--- src/rtl/escape_sequence_unescaper_core_macros.svh ---
// Assertion macros for the RTL file that checks its own logic.
`ifndef ESCAPE_SEQUENCE_UNESCAPER_CORE_MACROS_SVH
`define ESCAPE_SEQUENCE_UNESCAPER_CORE_MACROS_SVH

// The consequent must hold in the same cycle as the antecedent.
`define ESU_ASSERT_SAME(label, clk, rst_n, ante, cons, msg) \
	label: assert property (@(posedge clk) disable iff (!(rst_n)) (ante) |-> (cons)) \
		else $error(msg);

// The consequent must hold in the cycle after the antecedent.
`define ESU_ASSERT_NEXT(label, clk, rst_n, ante, cons, msg) \
	label: assert property (@(posedge clk) disable iff (!(rst_n)) (ante) |=> (cons)) \
		else $error(msg);

`endif

--- src/rtl/esu_pkg.sv ---
package esu_pkg;

	// Width of the reported length field and default counter width.
	localparam int TOTAL_W          = 16;
	localparam int LENGTH_BITS_DEF  = 16;

	// Characters that steer the scanner. An escaped double quote, like any
	// other unlisted character, decodes to itself.
	localparam logic [7:0] CH_BSLASH = 8'h5C;
	localparam logic [7:0] CH_N      = 8'h6E;
	localparam logic [7:0] CH_R      = 8'h72;
	localparam logic [7:0] CH_T      = 8'h74;
	localparam logic [7:0] CH_ZERO   = 8'h30;

	// Decoded control characters.
	localparam logic [7:0] CODE_LF   = 8'h0A;
	localparam logic [7:0] CODE_CR   = 8'h0D;
	localparam logic [7:0] CODE_TAB  = 8'h09;

	// An octal escape ends after this many digits.
	localparam int OCT_MAX_DIGITS   = 3;

	// Output queue geometry.
	localparam int OUT_DEPTH        = 4;
	localparam int OUT_PTR_W        = $clog2(OUT_DEPTH);
	localparam int OUT_FILL_W       = OUT_PTR_W + 1;

	// Scanner modes, one-hot.
	typedef enum logic [2:0] {
		MODE_TEXT = 3'b001,
		MODE_ESC  = 3'b010,
		MODE_OCT  = 3'b100
	} mode_t;

	// Scanner state apart from the length counter.
	typedef struct packed {
		mode_t       mode;
		logic [7:0]  oval;
		logic [1:0]  odig;
	} scan_t;

	// One result transaction.
	typedef struct packed {
		logic [7:0]         out_byte;
		logic               byte_valid;
		logic               end_of_string;
		logic [TOTAL_W-1:0] total_length;
	} result_t;

endpackage

--- src/rtl/esu_in_if.sv ---
interface esu_in_if;
	logic       valid;
	logic       ready;
	logic [7:0] in_byte;
	logic       is_last;

	modport source (output valid, output in_byte, output is_last, input ready);
	modport sink (input valid, input in_byte, input is_last, output ready);
endinterface

--- src/rtl/esu_out_if.sv ---
interface esu_out_if;
	logic        valid;
	logic        ready;
	logic [7:0]  out_byte;
	logic        byte_valid;
	logic        end_of_string;
	logic [15:0] total_length;

	modport source (output valid, output out_byte, output byte_valid,
		output end_of_string, output total_length, input ready);
	modport sink (input valid, input out_byte, input byte_valid,
		input end_of_string, input total_length, output ready);
endinterface

--- src/rtl/escape_sequence_unescaper_core.sv ---
// Channel   Modport  Direction  Payload
// ingress   sink     in         in_byte[7:0], is_last
// egress    source   out        out_byte[7:0], byte_valid, end_of_string, total_length[15:0]
//
// One byte is accepted per cycle while ingress.ready is high; its zero, one or two results land in a four-entry
// output queue in the same edge and leave from the queue head one per cycle while egress.ready is high.
// An octal flush that yields two results takes two queue entries.
// ingress.ready is high while the queue has room for two results.
// arst_n clears the scanner state, the length counter and the queue pointers.
// A stall on egress fills the queue and then holds ingress off.
module escape_sequence_unescaper_core #(
	parameter int LENGTH_BITS = esu_pkg::LENGTH_BITS_DEF
) (
	input  logic             clk,
	input  logic             arst_n,
	esu_in_if.sink           ingress,
	esu_out_if.source        egress
);
	import esu_pkg::*;

`include "escape_sequence_unescaper_core_macros.svh"

	scan_t                  scan_q;
	logic [LENGTH_BITS-1:0] cnt_q;
	scan_t                  scan_nxt;
	logic [LENGTH_BITS-1:0] cnt_nxt;
	logic [1:0]             n_res;
	result_t                res0, res1, head;
	logic [OUT_FILL_W-1:0]  fill;
	logic                   acc, pop;
	logic [1:0]             push_n;

	// Handshakes.
	assign ingress.ready = (fill <= OUT_FILL_W'(OUT_DEPTH - 2));
	assign acc           = ingress.valid && ingress.ready;
	assign egress.valid  = (fill != '0);
	assign pop           = egress.valid && egress.ready;
	assign push_n        = acc ? n_res : 2'd0;

	// Decode of the accepted byte against the current scanner state.
	esu_decode #(
		.LENGTH_BITS(LENGTH_BITS)
	) u_decode (
		.cur     (scan_q),
		.cnt     (cnt_q),
		.in_byte (ingress.in_byte),
		.is_last (ingress.is_last),
		.nxt     (scan_nxt),
		.cnt_nxt (cnt_nxt),
		.n_res   (n_res),
		.res0    (res0),
		.res1    (res1)
	);

	// Scanner state advances on every accepted transaction.
	always_ff @(posedge clk or negedge arst_n) begin
		if (!arst_n) begin
			scan_q.mode <= MODE_TEXT;
			scan_q.oval <= 8'd0;
			scan_q.odig <= 2'd0;
			cnt_q       <= '0;
		end else if (acc) begin
			scan_q <= scan_nxt;
			cnt_q  <= cnt_nxt;
		end
	end

	// Result queue.
	esu_outq u_outq (
		.clk    (clk),
		.arst_n (arst_n),
		.push_n (push_n),
		.d0     (res0),
		.d1     (res1),
		.pop    (pop),
		.head   (head),
		.fill   (fill)
	);

	assign egress.out_byte      = head.out_byte;
	assign egress.byte_valid    = head.byte_valid;
	assign egress.end_of_string = head.end_of_string;
	assign egress.total_length  = head.total_length;

	// Checks.
	`ESU_ASSERT_SAME(a_fill_bound, clk, arst_n, 1'b1, fill <= OUT_FILL_W'(OUT_DEPTH), "queue overflow")
	`ESU_ASSERT_SAME(a_last_has_result, clk, arst_n, acc && ingress.is_last, n_res != 2'd0, "last byte without result")
	`ESU_ASSERT_NEXT(a_end_clears, clk, arst_n, acc && ingress.is_last, scan_q.mode == MODE_TEXT && cnt_q == '0, "state not cleared after end")
	`ESU_ASSERT_NEXT(a_idle_hold, clk, arst_n, !acc && !pop, $stable(fill), "queue level moved while idle")

endmodule

--- src/rtl/esu_decode.sv ---
module esu_decode #(
	parameter int LENGTH_BITS = esu_pkg::LENGTH_BITS_DEF
) (
	input  esu_pkg::scan_t   cur,
	input  logic [LENGTH_BITS-1:0] cnt,
	input  logic [7:0]       in_byte,
	input  logic             is_last,
	output esu_pkg::scan_t   nxt,
	output logic [LENGTH_BITS-1:0] cnt_nxt,
	output logic [1:0]       n_res,
	output esu_pkg::result_t res0,
	output esu_pkg::result_t res1
);
	import esu_pkg::*;

	localparam int EXT_W = (LENGTH_BITS > TOTAL_W) ? LENGTH_BITS : TOTAL_W;
	localparam logic [LENGTH_BITS-1:0] CNT_MAX = {LENGTH_BITS{1'b1}};

	// Report the counter modulo 2^16, zero-extended when it is narrower.
	function automatic logic [TOTAL_W-1:0] to_total(input logic [LENGTH_BITS-1:0] c);
		logic [EXT_W-1:0] e;
		e = EXT_W'(c);
		return e[TOTAL_W-1:0];
	endfunction

	logic                   is_oct;
	logic [2:0]             digit;
	logic [7:0]             oval_shift;
	logic                   e0_v, e1_v, flush_v;
	logic [7:0]             e0_b, e1_b;
	scan_t                  mid;
	logic [7:0]             s0_b;
	logic                   s0_v;
	logic [LENGTH_BITS-1:0] cnt1, cnt2;

	assign is_oct     = (in_byte[7:3] == CH_ZERO[7:3]);
	assign digit      = in_byte[2:0];
	assign oval_shift = {cur.oval[4:0], digit};

	// Byte handling per mode: up to two emitted bytes and the next scanner state.
	always_comb begin
		e0_v = 1'b0;
		e0_b = in_byte;
		e1_v = 1'b0;
		e1_b = in_byte;
		mid  = cur;
		case (cur.mode)
			MODE_ESC: begin
				mid.mode = MODE_TEXT;
				if (in_byte == CH_N) begin
					e0_v = 1'b1;
					e0_b = CODE_LF;
				end else if (in_byte == CH_R) begin
					e0_v = 1'b1;
					e0_b = CODE_CR;
				end else if (in_byte == CH_T) begin
					e0_v = 1'b1;
					e0_b = CODE_TAB;
				end else if (is_oct) begin
					mid.mode = MODE_OCT;
					mid.oval = {5'd0, digit};
					mid.odig = 2'd1;
				end else begin
					e0_v = 1'b1;
				end
			end
			MODE_OCT: begin
				if (is_oct) begin
					if (cur.odig == 2'(OCT_MAX_DIGITS - 1)) begin
						e0_v     = 1'b1;
						e0_b     = oval_shift;
						mid.mode = MODE_TEXT;
						mid.oval = 8'd0;
						mid.odig = 2'd0;
					end else begin
						mid.oval = oval_shift;
						mid.odig = cur.odig + 2'd1;
					end
				end else begin
					// Flush the pending value, then treat the byte as plain text.
					e0_v     = 1'b1;
					e0_b     = cur.oval;
					mid.oval = 8'd0;
					mid.odig = 2'd0;
					if (in_byte == CH_BSLASH) begin
						mid.mode = MODE_ESC;
					end else begin
						mid.mode = MODE_TEXT;
						e1_v     = 1'b1;
					end
				end
			end
			default: begin
				if (in_byte == CH_BSLASH) begin
					mid.mode = MODE_ESC;
				end else begin
					mid.mode = MODE_TEXT;
					e0_v     = 1'b1;
				end
			end
		endcase
	end

	// A string that ends inside an octal escape emits the pending value. That
	// case never coincides with another emitted byte.
	assign flush_v = is_last && (mid.mode == MODE_OCT);
	assign s0_v    = e0_v || flush_v;
	assign s0_b    = e0_v ? e0_b : mid.oval;

	// Saturating length after the first and the second emitted byte.
	assign cnt1 = (cnt == CNT_MAX) ? cnt : cnt + LENGTH_BITS'(1);
	assign cnt2 = (cnt1 == CNT_MAX) ? cnt1 : cnt1 + LENGTH_BITS'(1);

	// Result slots, end marker and next state.
	always_comb begin
		res0.out_byte      = s0_v ? s0_b : 8'd0;
		res0.byte_valid    = s0_v;
		res0.end_of_string = is_last && !e1_v;
		res0.total_length  = s0_v ? to_total(cnt1) : to_total(cnt);
		res1.out_byte      = e1_b;
		res1.byte_valid    = 1'b1;
		res1.end_of_string = is_last;
		res1.total_length  = to_total(cnt2);
		if (e1_v) begin
			n_res = 2'd2;
		end else if (s0_v || is_last) begin
			n_res = 2'd1;
		end else begin
			n_res = 2'd0;
		end
		if (is_last) begin
			nxt.mode = MODE_TEXT;
			nxt.oval = 8'd0;
			nxt.odig = 2'd0;
			cnt_nxt  = '0;
		end else begin
			nxt     = mid;
			cnt_nxt = e1_v ? cnt2 : (s0_v ? cnt1 : cnt);
		end
	end

endmodule

--- src/rtl/esu_outq.sv ---
module esu_outq (
	input  logic                            clk,
	input  logic                            arst_n,
	input  logic [1:0]                      push_n,
	input  esu_pkg::result_t                d0,
	input  esu_pkg::result_t                d1,
	input  logic                            pop,
	output esu_pkg::result_t                head,
	output logic [esu_pkg::OUT_FILL_W-1:0]  fill
);
	import esu_pkg::*;

	result_t                mem_q [OUT_DEPTH];
	logic [OUT_PTR_W-1:0]   wr_q;
	logic [OUT_PTR_W-1:0]   rd_q;
	logic [OUT_FILL_W-1:0]  fill_q;

	// Entry storage: up to two results are written per cycle.
	always_ff @(posedge clk) begin
		if (push_n != 2'd0) begin
			mem_q[wr_q] <= d0;
		end
		if (push_n == 2'd2) begin
			mem_q[wr_q + OUT_PTR_W'(1)] <= d1;
		end
	end

	// Pointers and occupancy.
	always_ff @(posedge clk or negedge arst_n) begin
		if (!arst_n) begin
			wr_q   <= '0;
			rd_q   <= '0;
			fill_q <= '0;
		end else begin
			wr_q   <= wr_q + OUT_PTR_W'(push_n);
			rd_q   <= rd_q + OUT_PTR_W'(pop);
			fill_q <= fill_q + OUT_FILL_W'(push_n) - OUT_FILL_W'(pop);
		end
	end

	assign head = mem_q[rd_q];
	assign fill = fill_q;

endmodule

--- src/flat_wrapper.sv ---
// flat-port wrapper written by rule: the top's interface ports become plain ports
module escape_sequence_unescaper_core_flat import esu_pkg::*;
#(
	parameter int LENGTH_BITS = esu_pkg::LENGTH_BITS_DEF
)
  (clk, arst_n, ingress_valid, ingress_in_byte, ingress_is_last, ingress_ready, egress_valid, egress_out_byte, egress_byte_valid, egress_end_of_string, egress_total_length, egress_ready);
  esu_in_if ingress_i ();
  esu_out_if egress_i ();
  input  logic clk;
  input  logic arst_n;
  input wire logic [$bits(ingress_i.valid)-1:0] ingress_valid;
  input wire logic [$bits(ingress_i.in_byte)-1:0] ingress_in_byte;
  input wire logic [$bits(ingress_i.is_last)-1:0] ingress_is_last;
  output wire logic [$bits(ingress_i.ready)-1:0] ingress_ready;
  output wire logic [$bits(egress_i.valid)-1:0] egress_valid;
  output wire logic [$bits(egress_i.out_byte)-1:0] egress_out_byte;
  output wire logic [$bits(egress_i.byte_valid)-1:0] egress_byte_valid;
  output wire logic [$bits(egress_i.end_of_string)-1:0] egress_end_of_string;
  output wire logic [$bits(egress_i.total_length)-1:0] egress_total_length;
  input wire logic [$bits(egress_i.ready)-1:0] egress_ready;
  assign ingress_i.valid = ingress_valid;
  assign ingress_i.in_byte = ingress_in_byte;
  assign ingress_i.is_last = ingress_is_last;
  assign ingress_ready = ingress_i.ready;
  assign egress_valid = egress_i.valid;
  assign egress_out_byte = egress_i.out_byte;
  assign egress_byte_valid = egress_i.byte_valid;
  assign egress_end_of_string = egress_i.end_of_string;
  assign egress_total_length = egress_i.total_length;
  assign egress_i.ready = egress_ready;
  escape_sequence_unescaper_core #(.LENGTH_BITS(LENGTH_BITS)) u_core (.clk(clk), .arst_n(arst_n), .ingress(ingress_i), .egress(egress_i));
endmodule
--- config.mk ---
export PLATFORM = sky130hd
export DESIGN_NAME = escape_sequence_unescaper_core_flat
export DESIGN_NICKNAME = d
export VERILOG_FILES = /design/src/rtl/esu_pkg.sv /design/src/rtl/esu_in_if.sv /design/src/rtl/esu_out_if.sv /design/src/rtl/escape_sequence_unescaper_core.sv /design/src/rtl/esu_decode.sv /design/src/rtl/esu_outq.sv /design/src/flat_wrapper.sv
export VERILOG_INCLUDE_DIRS = /design/src /design/src/rtl
export SDC_FILE = /design/constraint.sdc
export NUM_CORES = 1
export LEC_CHECK = 0
export BUFFER_PORTS_ARGS = -buffer_cell sky130_fd_sc_hd__buf_2
export CORE_UTILIZATION = 40
export DETAILED_ROUTE_END_ITERATION = 6
export PLACE_DENSITY = 0.55
export SLEW_MARGIN = 20
export SYNTH_ARGS = -nofsm -noshare
export SYNTH_HDL_FRONTEND = slang
export SYNTH_SLANG_ARGS = --single-unit
--- constraint.sdc ---
create_clock -name clk -period 3.75 [get_ports clk]
set_clock_uncertainty 0.2 [all_clocks]
set_input_delay 0.5625 -clock clk [delete_from_list [all_inputs] [get_ports clk]]
set_output_delay 0.5625 -clock clk [all_outputs]
set_load 0.01 [all_outputs]
==> results_dict.tcl, run 1 <==
set metrics [dict create \
    outcome "finished, final reports clean" \
    grtUsageTotal_pct 24.1 \
    synth_nets 779 \
    crit_arrival_ps 3570 \
    crit_chain "ha_1 -> and3_1 -> and4_1 -> nand2_1 -> nand2_1 -> ha_1 -> nor2b_1 -> o21ai_1 -> or3_1 -> nor4_4 -> buf_12 -> nor4_2 -> xnor2_1 -> buf_4 -> o22ai_1" \
    dpl.hpwl_mm 17.9 \
    core-area_um2 20300 \
    stdcell_area_um2 9870 \
    cts_sinks 140 \
    finalSetupTns_ps 0 \
    cts_buffers 17 \
    rows 52 \
    cp_max_fo 11 \
    htreeDepth 4 \
    netlist_area_um2 8300 \
    power_density_nw_per_um2 571 \
    maxSlewViolCount 0 \
    gp_congestion 0.887 \
    maxCapViolations 0 \
    cts-resized-gates 0 \
    max-slew-margin-rel_pct 33.8 \
    numPortBuffers 40 \
    area_growth_pct 19.0 \
    cts-hold-fix-buffers 0 \
    overflow 0 \
    period_share_pct 96.2 \
    die_h_um 146 \
    clock.fmax_mhz 277 \
    first_global_vias 6794 \
    stdcell_count 1120 \
    ys_ff_latch 140 \
    cts_buffer_depth 2 \
    yosys_warnings 0 \
    drc 0 \
    cpPeakStageDelay_ps 400 \
    finalWirelength_mm 25.2 \
    clkTransAtPathRegs_ps 60 \
    syn-instance-count 758 \
    antenna-diode-count 0 \
    critPathKind "reg2reg" \
    startpoint_type "flip-flop" \
    placed_area_um2 9230 \
    layout.nets 858 \
    initial_core_util_pct 40.9 \
    min-delay-path-class "in2async" \
    routed_via_density 6.22 \
    layout_common_cells "edfxtp_1 (100), buf_4 (83), nand2_1 (80)" \
    worst_pin_slew_ps 989 \
    grt_pass1_wl_mm 39.2 \
    hold_viol 0 \
    fin_crit_ps 3610 \
    vias 6962 \
    antenna_found_initial 0 \
    grt_max_degree 37 \
    syn_avg_cell_area_um2 10.9 \
    place_inst 1088 \
    die_area_um2 21300 \
    post_cts_buffers 0 \
    reg2reg_slack_ps 140 \
    cp.required_ps 3720 \
    seq_area_frac_synth_pct 48.0 \
    fin_util_pct 48.6 \
    die_x_um 146 \
    rr_endpoint "u_core.u_outq.mem_q[2][7]$_DFFE_PP_" \
    vdd_drop_max_mv 0.291 \
    drt_pre_antenna_iters 5 \
    critPathSlowestCell "or3_1" \
    async_flop_share_pct 25.7 \
    wl_per_cell_um 22.5 \
    cts_tree "built" \
    p_leak_nw 3.59 \
    critPathCapture "u_core.u_outq.mem_q[2][7]$_DFFE_PP_" \
    root_buffer "clkbuf_16" \
    ant_nets 0 \
    reg2reg_depth 15 \
    drive_gt1_share_pct 24.7 \
    final_common_cell "edfxtp_1" \
    grt_setup_unrepaired "false" \
    boundaryPins 41 \
    drtIter0Drc 728 \
    setup-violations-final 0 \
    crit_path_end_kind "flip-flop" \
    crit_start "u_core.cnt_q[1]$_DFFE_PN0P_" \
    synthFlopType "edfxtp_1" \
    synth_edf_count 100 \
    synth_cell_types 76 \
    timing.rr.start "u_core.cnt_q[1]$_DFFE_PN0P_" \
    insertion_delay_ps 430 \
]
synth_stat cells (10+ instances only):
| library cell | n | area, um2 |
|---|---|---|
| nand2_1 | 82 | 308 |
| nor3_1 | 13 | 65.1 |
| mux2i_1 | 17 | 170 |
| inv_1 | 10 | 37.5 |
| edfxtp_1 | 100 | 3000 |
| nand3_1 | 13 | 65.1 |
| nor2_1 | 39 | 146 |
| mux4_2 | 26 | 586 |
| o21ai_0 | 42 | 210 |
| a21oi_1 | 27 | 135 |
| dfrtp_1 | 35 | 876 |
| a22o_1 | 30 | 263 |
| clkbuf_1 | 40 | 150 |
| xnor2_1 | 18 | 158 |
| o22ai_1 | 59 | 369 |
| buf_2 | 19 | 95.1 |
| nand4_1 | 10 | 62.6 |
| a22oi_1 | 14 | 105 |
sequential cells by signal, indices dropped and copies added, names as in the netlist:
signal,count
u_core.u_outq.fill,3
u_core.u_outq.rd_q,2
u_core.u_outq.mem_q,104
u_core.u_outq.wr_q,2
u_core.cnt_q,16
u_core.scan_q,13
cells by family (layout without fill, tap and decap cells):
| family | Yosys count | count (layout) | share of synthesized area [%] |
|---|---|---|---|
| AND/OR/NAND/NOR | 221 | 221 | 14.1 |
| AO/OA/AOI/OAI | 240 | 240 | 20.0 |
| buffers and inverters | 75 | 167 | 3.77 |
| flip-flops | 140 | 140 | 48.0 |
| adder cells (fa/ha/maj) | 8 | 8 | 1.30 |
| XOR/XNOR | 28 | 28 | 3.32 |
| multiplexers | 46 | 46 | 9.52 |
worst min path at each step:
| stage | depth (start not counted) | start | endpoint | slack (ps) |
|---|---|---|---|---|
| 2_1_floorplan | 0 | arst_n | u_core.cnt_q[0]$_DFFE_PN0P_ | 70 |
| 3_3_place_gp | 2 | u_core.u_outq.mem_q[2][17]$_SDFFE_PP1N_ | u_core.u_outq.mem_q[2][17]$_SDFFE_PP1N_ | 250 |
| 3_5_place_dp | 2 | u_core.u_outq.mem_q[3][17]$_SDFFE_PP1N_ | u_core.u_outq.mem_q[3][17]$_SDFFE_PP1N_ | 260 |
| 4_1_cts | 1 | arst_n | u_core.scan_q[4]$_DFFE_PN0P_ | 90 |
| 5_1_grt | 1 | arst_n | u_core.scan_q[4]$_DFFE_PN0P_ | 130 |
| 6_report | 1 | arst_n | u_core.scan_q[7]$_DFFE_PN0P_ | 70 |
critical path, delay by kind of cell, from the launching register on:
kind,cells,cell delay [ps]
simple gates,8,1620
buf+inv,2,380
flops,1,360
fa+ha+maj,2,350
xor+xnor,1,240
compound gates,2,190
report_power, final:
group	total, mW	leakage [nW]	switching, mW	internal (mW)
logic	1.76	1.81	0.974	0.782
clock network	1.80	0.292	0.685	1.12
registers	2.08	1.49	0.184	1.89
total	5.64	3.59	1.84	3.79
stage by stage:
| stage | hold WS (ps) | power, mW | worst slack (ps) |
|---|---|---|---|
| final | 66.3 | 5.64 | 142 |
| after global routing | 130 | 5.88 | 9.51 |
| after CTS | 92.6 | 5.67 | 158 |
| after detailed placement | 262 | 3.87 | 128 |
| after global placement | 246 | 3.84 | 198 |
| after floorplan | 66.9 | 3.18 | 3.12 |
per-layer routing:
metal,wire [um],GRT usage (%)
met3,1750,4.16
met1,11400,34.4
met5,0,0
met4,330,6.88
met2,11700,37.7
layout make-up:
class	instances	area, um2
fillers	1850	10400
multi-input cells	543	4020
flip-flops and latches	140	3990
repair buffers	125	863
clock buffers	19	433
well taps	270	338
clock inverters	13	190
inverters	10	37.5
No activity file was read; power rests on OpenSTA's default activity.
==> inputs of run 2 (changes only) <==
Settings changed: PLACE_DENSITY 0.55 to 0.59.
==> results_dict.tcl, run 2 (synthesis results as in run 1) <==
set metrics [dict create \
    cpPeakStageDelay_ps 410 \
    routed_via_density 6.29 \
    crit_chain "ha_1 -> and3_1 -> buf_4 -> nand4_4 -> nand2_1 -> nand2_1 -> ha_1 -> nor2b_1 -> o21ai_1 -> or3_4 -> nor4_4 -> buf_6 -> nor3_1 -> xnor2_2 -> o22ai_1" \
    antenna_found_initial 0 \
    top_register "u_core.u_outq.mem_q" \
    whs_ps 77.3 \
    cts_tree "built" \
    internal-power_mw 3.67 \
    final.setup.worst_slack_ps 162 \
    maxSlewViolCount 0 \
    clock.fmax_mhz 279 \
    period_share_pct 95.7 \
    antenna-diode-count 0 \
    drt_pre_antenna_iters 7 \
    critPathKind "reg2reg" \
    die_x_um 146 \
    cts_sinks 140 \
    critPathSlowestCell "dfrtp_1" \
    fillers 1827 \
    dp_slack_ps 114 \
    crit_arrival_ps 3530 \
    max-slew-margin-rel_pct 38.4 \
    comb_power_share_pct 31.8 \
    crit_buf_inv 2 \
    p_sw_share_pct 34.1 \
    crit_path_end_kind "flip-flop" \
    maxCapViolations 0 \
    cts_buffers 17 \
    cts-hold-fix-buffers 0 \
    vias 7035 \
    ant_nets 0 \
    p_leak_nw 3.54 \
    drc 0 \
    min-delay-path-class "in2async" \
    stdcell_area_um2 9840 \
    grtUsageTotal_pct 24.3 \
    drive_gt1_share_pct 25.6 \
    worst_pin_slew_ps 924 \
    setup-violations-final 0 \
    root_buffer "clkbuf_16" \
    finalWirelength_mm 25.3 \
    vdd_drop_max_mv 0.273 \
    outcome "finished, final reports clean" \
    layout.nets 857 \
    layout_common_cells "edfxtp_1 (100), buf_4 (83), nand2_1 (80)" \
    startpoint_type "flip-flop" \
    top_regs "u_core.u_outq.mem_q: 104 flops, u_core.cnt_q: 16 flops, u_core.scan_q: 13 flops" \
    fin_crit_ps 3590 \
    power_density_nw_per_um2 567 \
    cp.required_ps 3690 \
    grt_pass1_wl_mm 39.4 \
    core-area_um2 20300 \
    largest_reg_flops 104 \
    clkPwrFrac_pct 30.8 \
    cts_buffer_depth 2 \
    wl_per_cell_um 22.6 \
    first_global_vias 6836 \
    numPortBuffers 40 \
    overflow 0 \
    dpl.hpwl_mm 18.0 \
    placed_area_um2 9180 \
    boundaryPins 41 \
    cp_max_fo 8 \
    drtIter0Drc 754 \
    multi_input_area_um2 4050 \
    area_growth_pct 18.5 \
    die_h_um 146 \
    power.switching_mw 1.91 \
    clkTransAtPathRegs_ps 70 \
    gp_congestion 0.901 \
    final_common_cell "edfxtp_1" \
    seqPwrFrac_pct 37.4 \
    htreeDepth 4 \
    rows 52 \
    initial_core_util_pct 40.9 \
    grt_setup_unrepaired "true" \
    seq_area_um2 3990 \
    die_area_um2 21300 \
    grt_max_degree 37 \
    insertion_delay_ps 430 \
    cp_top_family "simple AND/OR/NAND/NOR gates" \
    hold_viol 0 \
]
[run 2: cell count changes in the layout (fill, tap and decap cells not counted), sizes merged]
cell    previous run  this run
clkbuf            19        18
buf              125       124
inv               12        15
bufinv             4         2
[run 2: path summary, 6_finish.rpt]
path | cells past startpoint | endpoint | from | slack, ps
min in group clk | 1 | u_core.u_outq.mem_q[1][17]$_SDFFE_PP1N_ | u_core.u_outq.mem_q[1][17]$_SDFFE_PP1N_ | 300
max | 15 | u_core.u_outq.mem_q[0][4]$_DFFE_PP_ | u_core.cnt_q[0]$_DFFE_PN0P_ | 160
min | 1 | u_core.scan_q[11]$_DFFE_PN0P_ | arst_n | 80
max reg2reg | 15 | u_core.u_outq.mem_q[0][4]$_DFFE_PP_ | u_core.cnt_q[0]$_DFFE_PN0P_ | 160
max in group asynchronous | 1 | u_core.u_outq.rd_q[0]$_DFF_PN0_ | arst_n | 2640
min reg2reg | 1 | u_core.u_outq.mem_q[1][17]$_SDFFE_PP1N_ | u_core.u_outq.mem_q[1][17]$_SDFFE_PP1N_ | 300
[run 2: final cells by class]
type | instances | area share [%]
multi-input combinational | 543 | 41.2
sequential | 140 | 40.5
timing repair buffer | 124 | 8.48
clock buffer | 18 | 4.36
tap | 270 | 3.43
clock inverter | 14 | 1.65
inverter | 10 | 0.382
[run 2: power by group through the flow]
stage / Sequential (mW) / Combinational (mW) / Clock, mW
global route: 2.12 / 1.92 / 1.79
detailed placement: 2.11 / 1.76 / 0
CTS: 2.08 / 1.77 / 1.73
floorplan: 2.00 / 1.19 / 0
global placement: 2.10 / 1.75 / 0
finish: 2.09 / 1.78 / 1.72
[run 2: metal layers]
metal | vias to the layer above | GRT usage, % | share of wire [%]
met3 | 45 | 3.94 | 7.8
li1 | 3142 | - | -
met5 | - | 0 | 0
met1 | 3461 | 35.1 | 45
met4 | 0 | 9.43 | 2.1
met2 | 387 | 36.6 | 45
[run 2: stage by stage]
step	util (%)	std cells	power, mW	setup TNS (ps)
after detailed placement	45.2	1085	3.87	0
after floorplan	-	758	3.18	0
final	48.5	1119	5.58	0
after CTS	48.1	1117	5.58	0
after global placement	45.2	1085	3.84	0
after global routing	48.5	1119	5.82	-56.4
[run 2: repair_timing]
item	4_1_cts	5_1_grt
endpoints found under the setup margin	0	26
setup buffers	0	2
resized for setup	0	9
==> inputs of run 3 (changes only) <==
Settings changed: CORE_UTILIZATION 40 to 57, PLACE_DENSITY 0.59 to 0.79, SKIP_LAST_GASP set to 1, SYNTH_HIERARCHICAL set to 1.
==> results_dict.tcl, run 3 <==
set metrics [dict create \
    rows 45 \
    routed_via_density 6.48 \
    critPathKind "reg2reg" \
    place_inst 979 \
    synth_nets 749 \
    finalSetupTns_ps 0 \
    synthFlopType "edfxtp_1" \
    netlist_top_cells_area "edfxtp_1 (35%), mux2_2 (13%), dfrtp_1 (9.8%), mux4_2 (6.5%), mux2_4 (4.9%)" \
    clock.fmax_mhz 270 \
    antenna-diode-count 0 \
    p_sw_share_pct 32.1 \
    largest_reg_flops 104 \
    drt_pre_antenna_iters 6 \
    grtUsageTotal_pct 28.8 \
    seqPwrFrac_pct 37.0 \
    die_h_um 127 \
    reg2reg_slack_ps 40 \
    setup-violations-final 0 \
    period_share_pct 98.9 \
    htreeDepth 4 \
    maxSlewViolCount 0 \
    layout.nets 810 \
    fin_crit_ps 3710 \
    yosys_warnings 6 \
    max-slew-margin-rel_pct 41.3 \
    syn_avg_cell_area_um2 12.3 \
    core-area_um2 15300 \
    synth.largest_area_cell "edfxtp_1" \
    min-delay-path-class "in2async" \
    final_common_cell "edfxtp_1" \
    rr_endpoint "u_core/cnt_q[4]$_DFFE_PN0P_" \
    cts-hold-fix-buffers 0 \
    post-synth-top-count-cell "edfxtp_1" \
    wl_met3_mm 1.82 \
    grt_max_degree 37 \
    antenna_found_initial 0 \
    startpoint_type "flip-flop" \
    power.switching_mw 1.78 \
    drtIter0Drc 845 \
    netlist_top_cells_count "edfxtp_1 (104), mux2_2 (103), nor2_1 (57)" \
    cp_max_fo 5 \
    seq_area_frac_synth_pct 45.0 \
    whs_ps 54.0 \
    ys_ff_latch 140 \
    ant_nets 0 \
    gp_congestion 0.959 \
    die_area_um2 16200 \
    cts_buffer_depth 2 \
    maxCapViolations 0 \
    comb_power_share_pct 33.7 \
    worst_pin_slew_ps 880 \
    crit_path_end_kind "flip-flop" \
    wl_met1_mm 9.79 \
    cts_buffers 17 \
    crit_arrival_ps 3810 \
    synth_cell_types 74 \
    top_layer_used "met4" \
    root_buffer "clkbuf_16" \
    stdcell_area_um2 10300 \
    cts_sinks 140 \
    fillers 1032 \
    drc 0 \
    fin_util_pct 67.5 \
    async_flop_share_pct 25.7 \
    syn-instance-count 728 \
    vdd_drop_max_mv 0.410 \
    drive_gt1_share_pct 42.3 \
    p_leak_nw 3.97 \
    timing.rr.start "u_core/cnt_q[15]$_DFFE_PN0P_" \
    netlist.area_leader.share_pct 34.9 \
    area_growth_pct 15.1 \
    reg2reg_depth 14 \
    netlist_area_um2 8950 \
    dpl.hpwl_mm 14.9 \
    top_register "u_core/u_outq/mem_q" \
    hold_viol 0 \
    power_density_nw_per_um2 538 \
    top_regs "u_core/u_outq/mem_q: 104 flops, u_core/cnt_q: 16 flops, u_core/scan_q: 13 flops" \
    vias 6567 \
    wl_per_cell_um 22.5 \
    outcome "finished, final reports clean" \
    initial_core_util_pct 58.7 \
    cts_tree "built" \
    placed_area_um2 9640 \
    layout_common_cells "edfxtp_1 (104), mux2_2 (102), buf_4 (57)" \
    dr_wl_met2_mm 10.7 \
    finalWirelength_mm 22.8 \
    stdcell_count 1013 \
    overflow 0 \
    insertion_delay_ps 420 \
    cp.required_ps 3850 \
    clkTransAtPathRegs_ps 60 \
    internal-power_mw 3.77 \
    boundaryPins 41 \
    die_x_um 127 \
    grt_pass1_wl_mm 34.8 \
    clkPwrFrac_pct 29.3 \
    first_global_vias 6184 \
    numPortBuffers 40 \
    synth_edf_count 104 \
]
run 3: cell type report:
class                      count  area (um2)  area share, %
clock buffer                  20         437           4.24
clock inverter                12         123           1.19
inverter                      19        71.3          0.692
multi-input combinational    509        4650           45.2
sequential                   140        4030           39.1
tap                          211         264           2.56
timing repair buffer         102         728           7.07
run 3: per-stage QoR:
step | total power, mW | worst slack, ps
6_report | 5.55 | 41.4
4_1_cts | 5.49 | 6.69
2_1_floorplan | 3.33 | -27.2
3_3_place_gp | 3.81 | 34.4
3_5_place_dp | 3.86 | 12.3
5_1_grt | 5.75 | -30.0
run 3: what timing repair did:
| action | in CTS | in global routing |
|---|---|---|
| gates resized for setup | 2 | 13 |
| pin swaps | 1 | 7 |
| endpoints found under the setup margin | 5 | 23 |
| setup buffers | 0 | 2 |
run 3: power groups by stage:
stage	clock network (mW)	registers [mW]	logic, mW
4_1_cts	1.63	2.05	1.81
3_5_place_dp	0	2.07	1.78
3_3_place_gp	0	2.06	1.75
5_1_grt	1.70	2.07	1.99
6_report	1.63	2.05	1.87
2_1_floorplan	0	1.99	1.34
run 3: worst max path at each step:
| stage | from | to | slack [ps] | cells after the start |
|---|---|---|---|---|
| detailed placement | u_core/cnt_q[1]$_DFFE_PN0P_ | u_core/cnt_q[4]$_DFFE_PN0P_ | 10 | 14 |
| finish | u_core/cnt_q[15]$_DFFE_PN0P_ | u_core/cnt_q[4]$_DFFE_PN0P_ | 40 | 14 |
| global route | u_core/cnt_q[1]$_DFFE_PN0P_ | u_core/cnt_q[1]$_DFFE_PN0P_ | -30 | 15 |
| CTS | u_core/cnt_q[1]$_DFFE_PN0P_ | u_core/cnt_q[4]$_DFFE_PN0P_ | 7 | 15 |
| global placement | ingress_in_byte[7] | u_core/u_outq/mem_q[1][8]$_DFFE_PP_ | 30 | 13 |
| floorplan | u_core/cnt_q[1]$_DFFE_PN0P_ | u_core/cnt_q[4]$_DFFE_PN0P_ | -30 | 18 |
run 3: per-layer routing:
metal / track usage [%] / vias up
met5: 0 / -
met4: 10.7 / 0
met3: 4.61 / 55
met2: 44.8 / 365
met1: 40.8 / 3274
li1: - / 2873
run 3: cells by family (layout without fill, tap and decap cells):
family,Yosys count,in the layout,synth area share (%)
AOI/OAI and AO/OA,106,106,7.87
and+or+nand+nor,199,199,12.7
adders and majority gates,8,8,1.20
other,1,1,0.0419
DFF,140,140,45.0
xor gates and xnor gates,24,24,2.35
muxes,171,171,25.9
buffers and inverters,79,153,4.97
run 3: critical path, cell delays in order (launching register included):
cell      delay, ps
dfrtp_1         360
nand4_2         210
or4_4           600
nand2_2          90
nand2_2          80
ha_4            190
inv_2            80
nor4_2           50
a211oi_2        290
and4b_2         330
a41oi_4         290
o221a_2         240
a21oi_2          70
o21ba_2         210
mux2_4          280
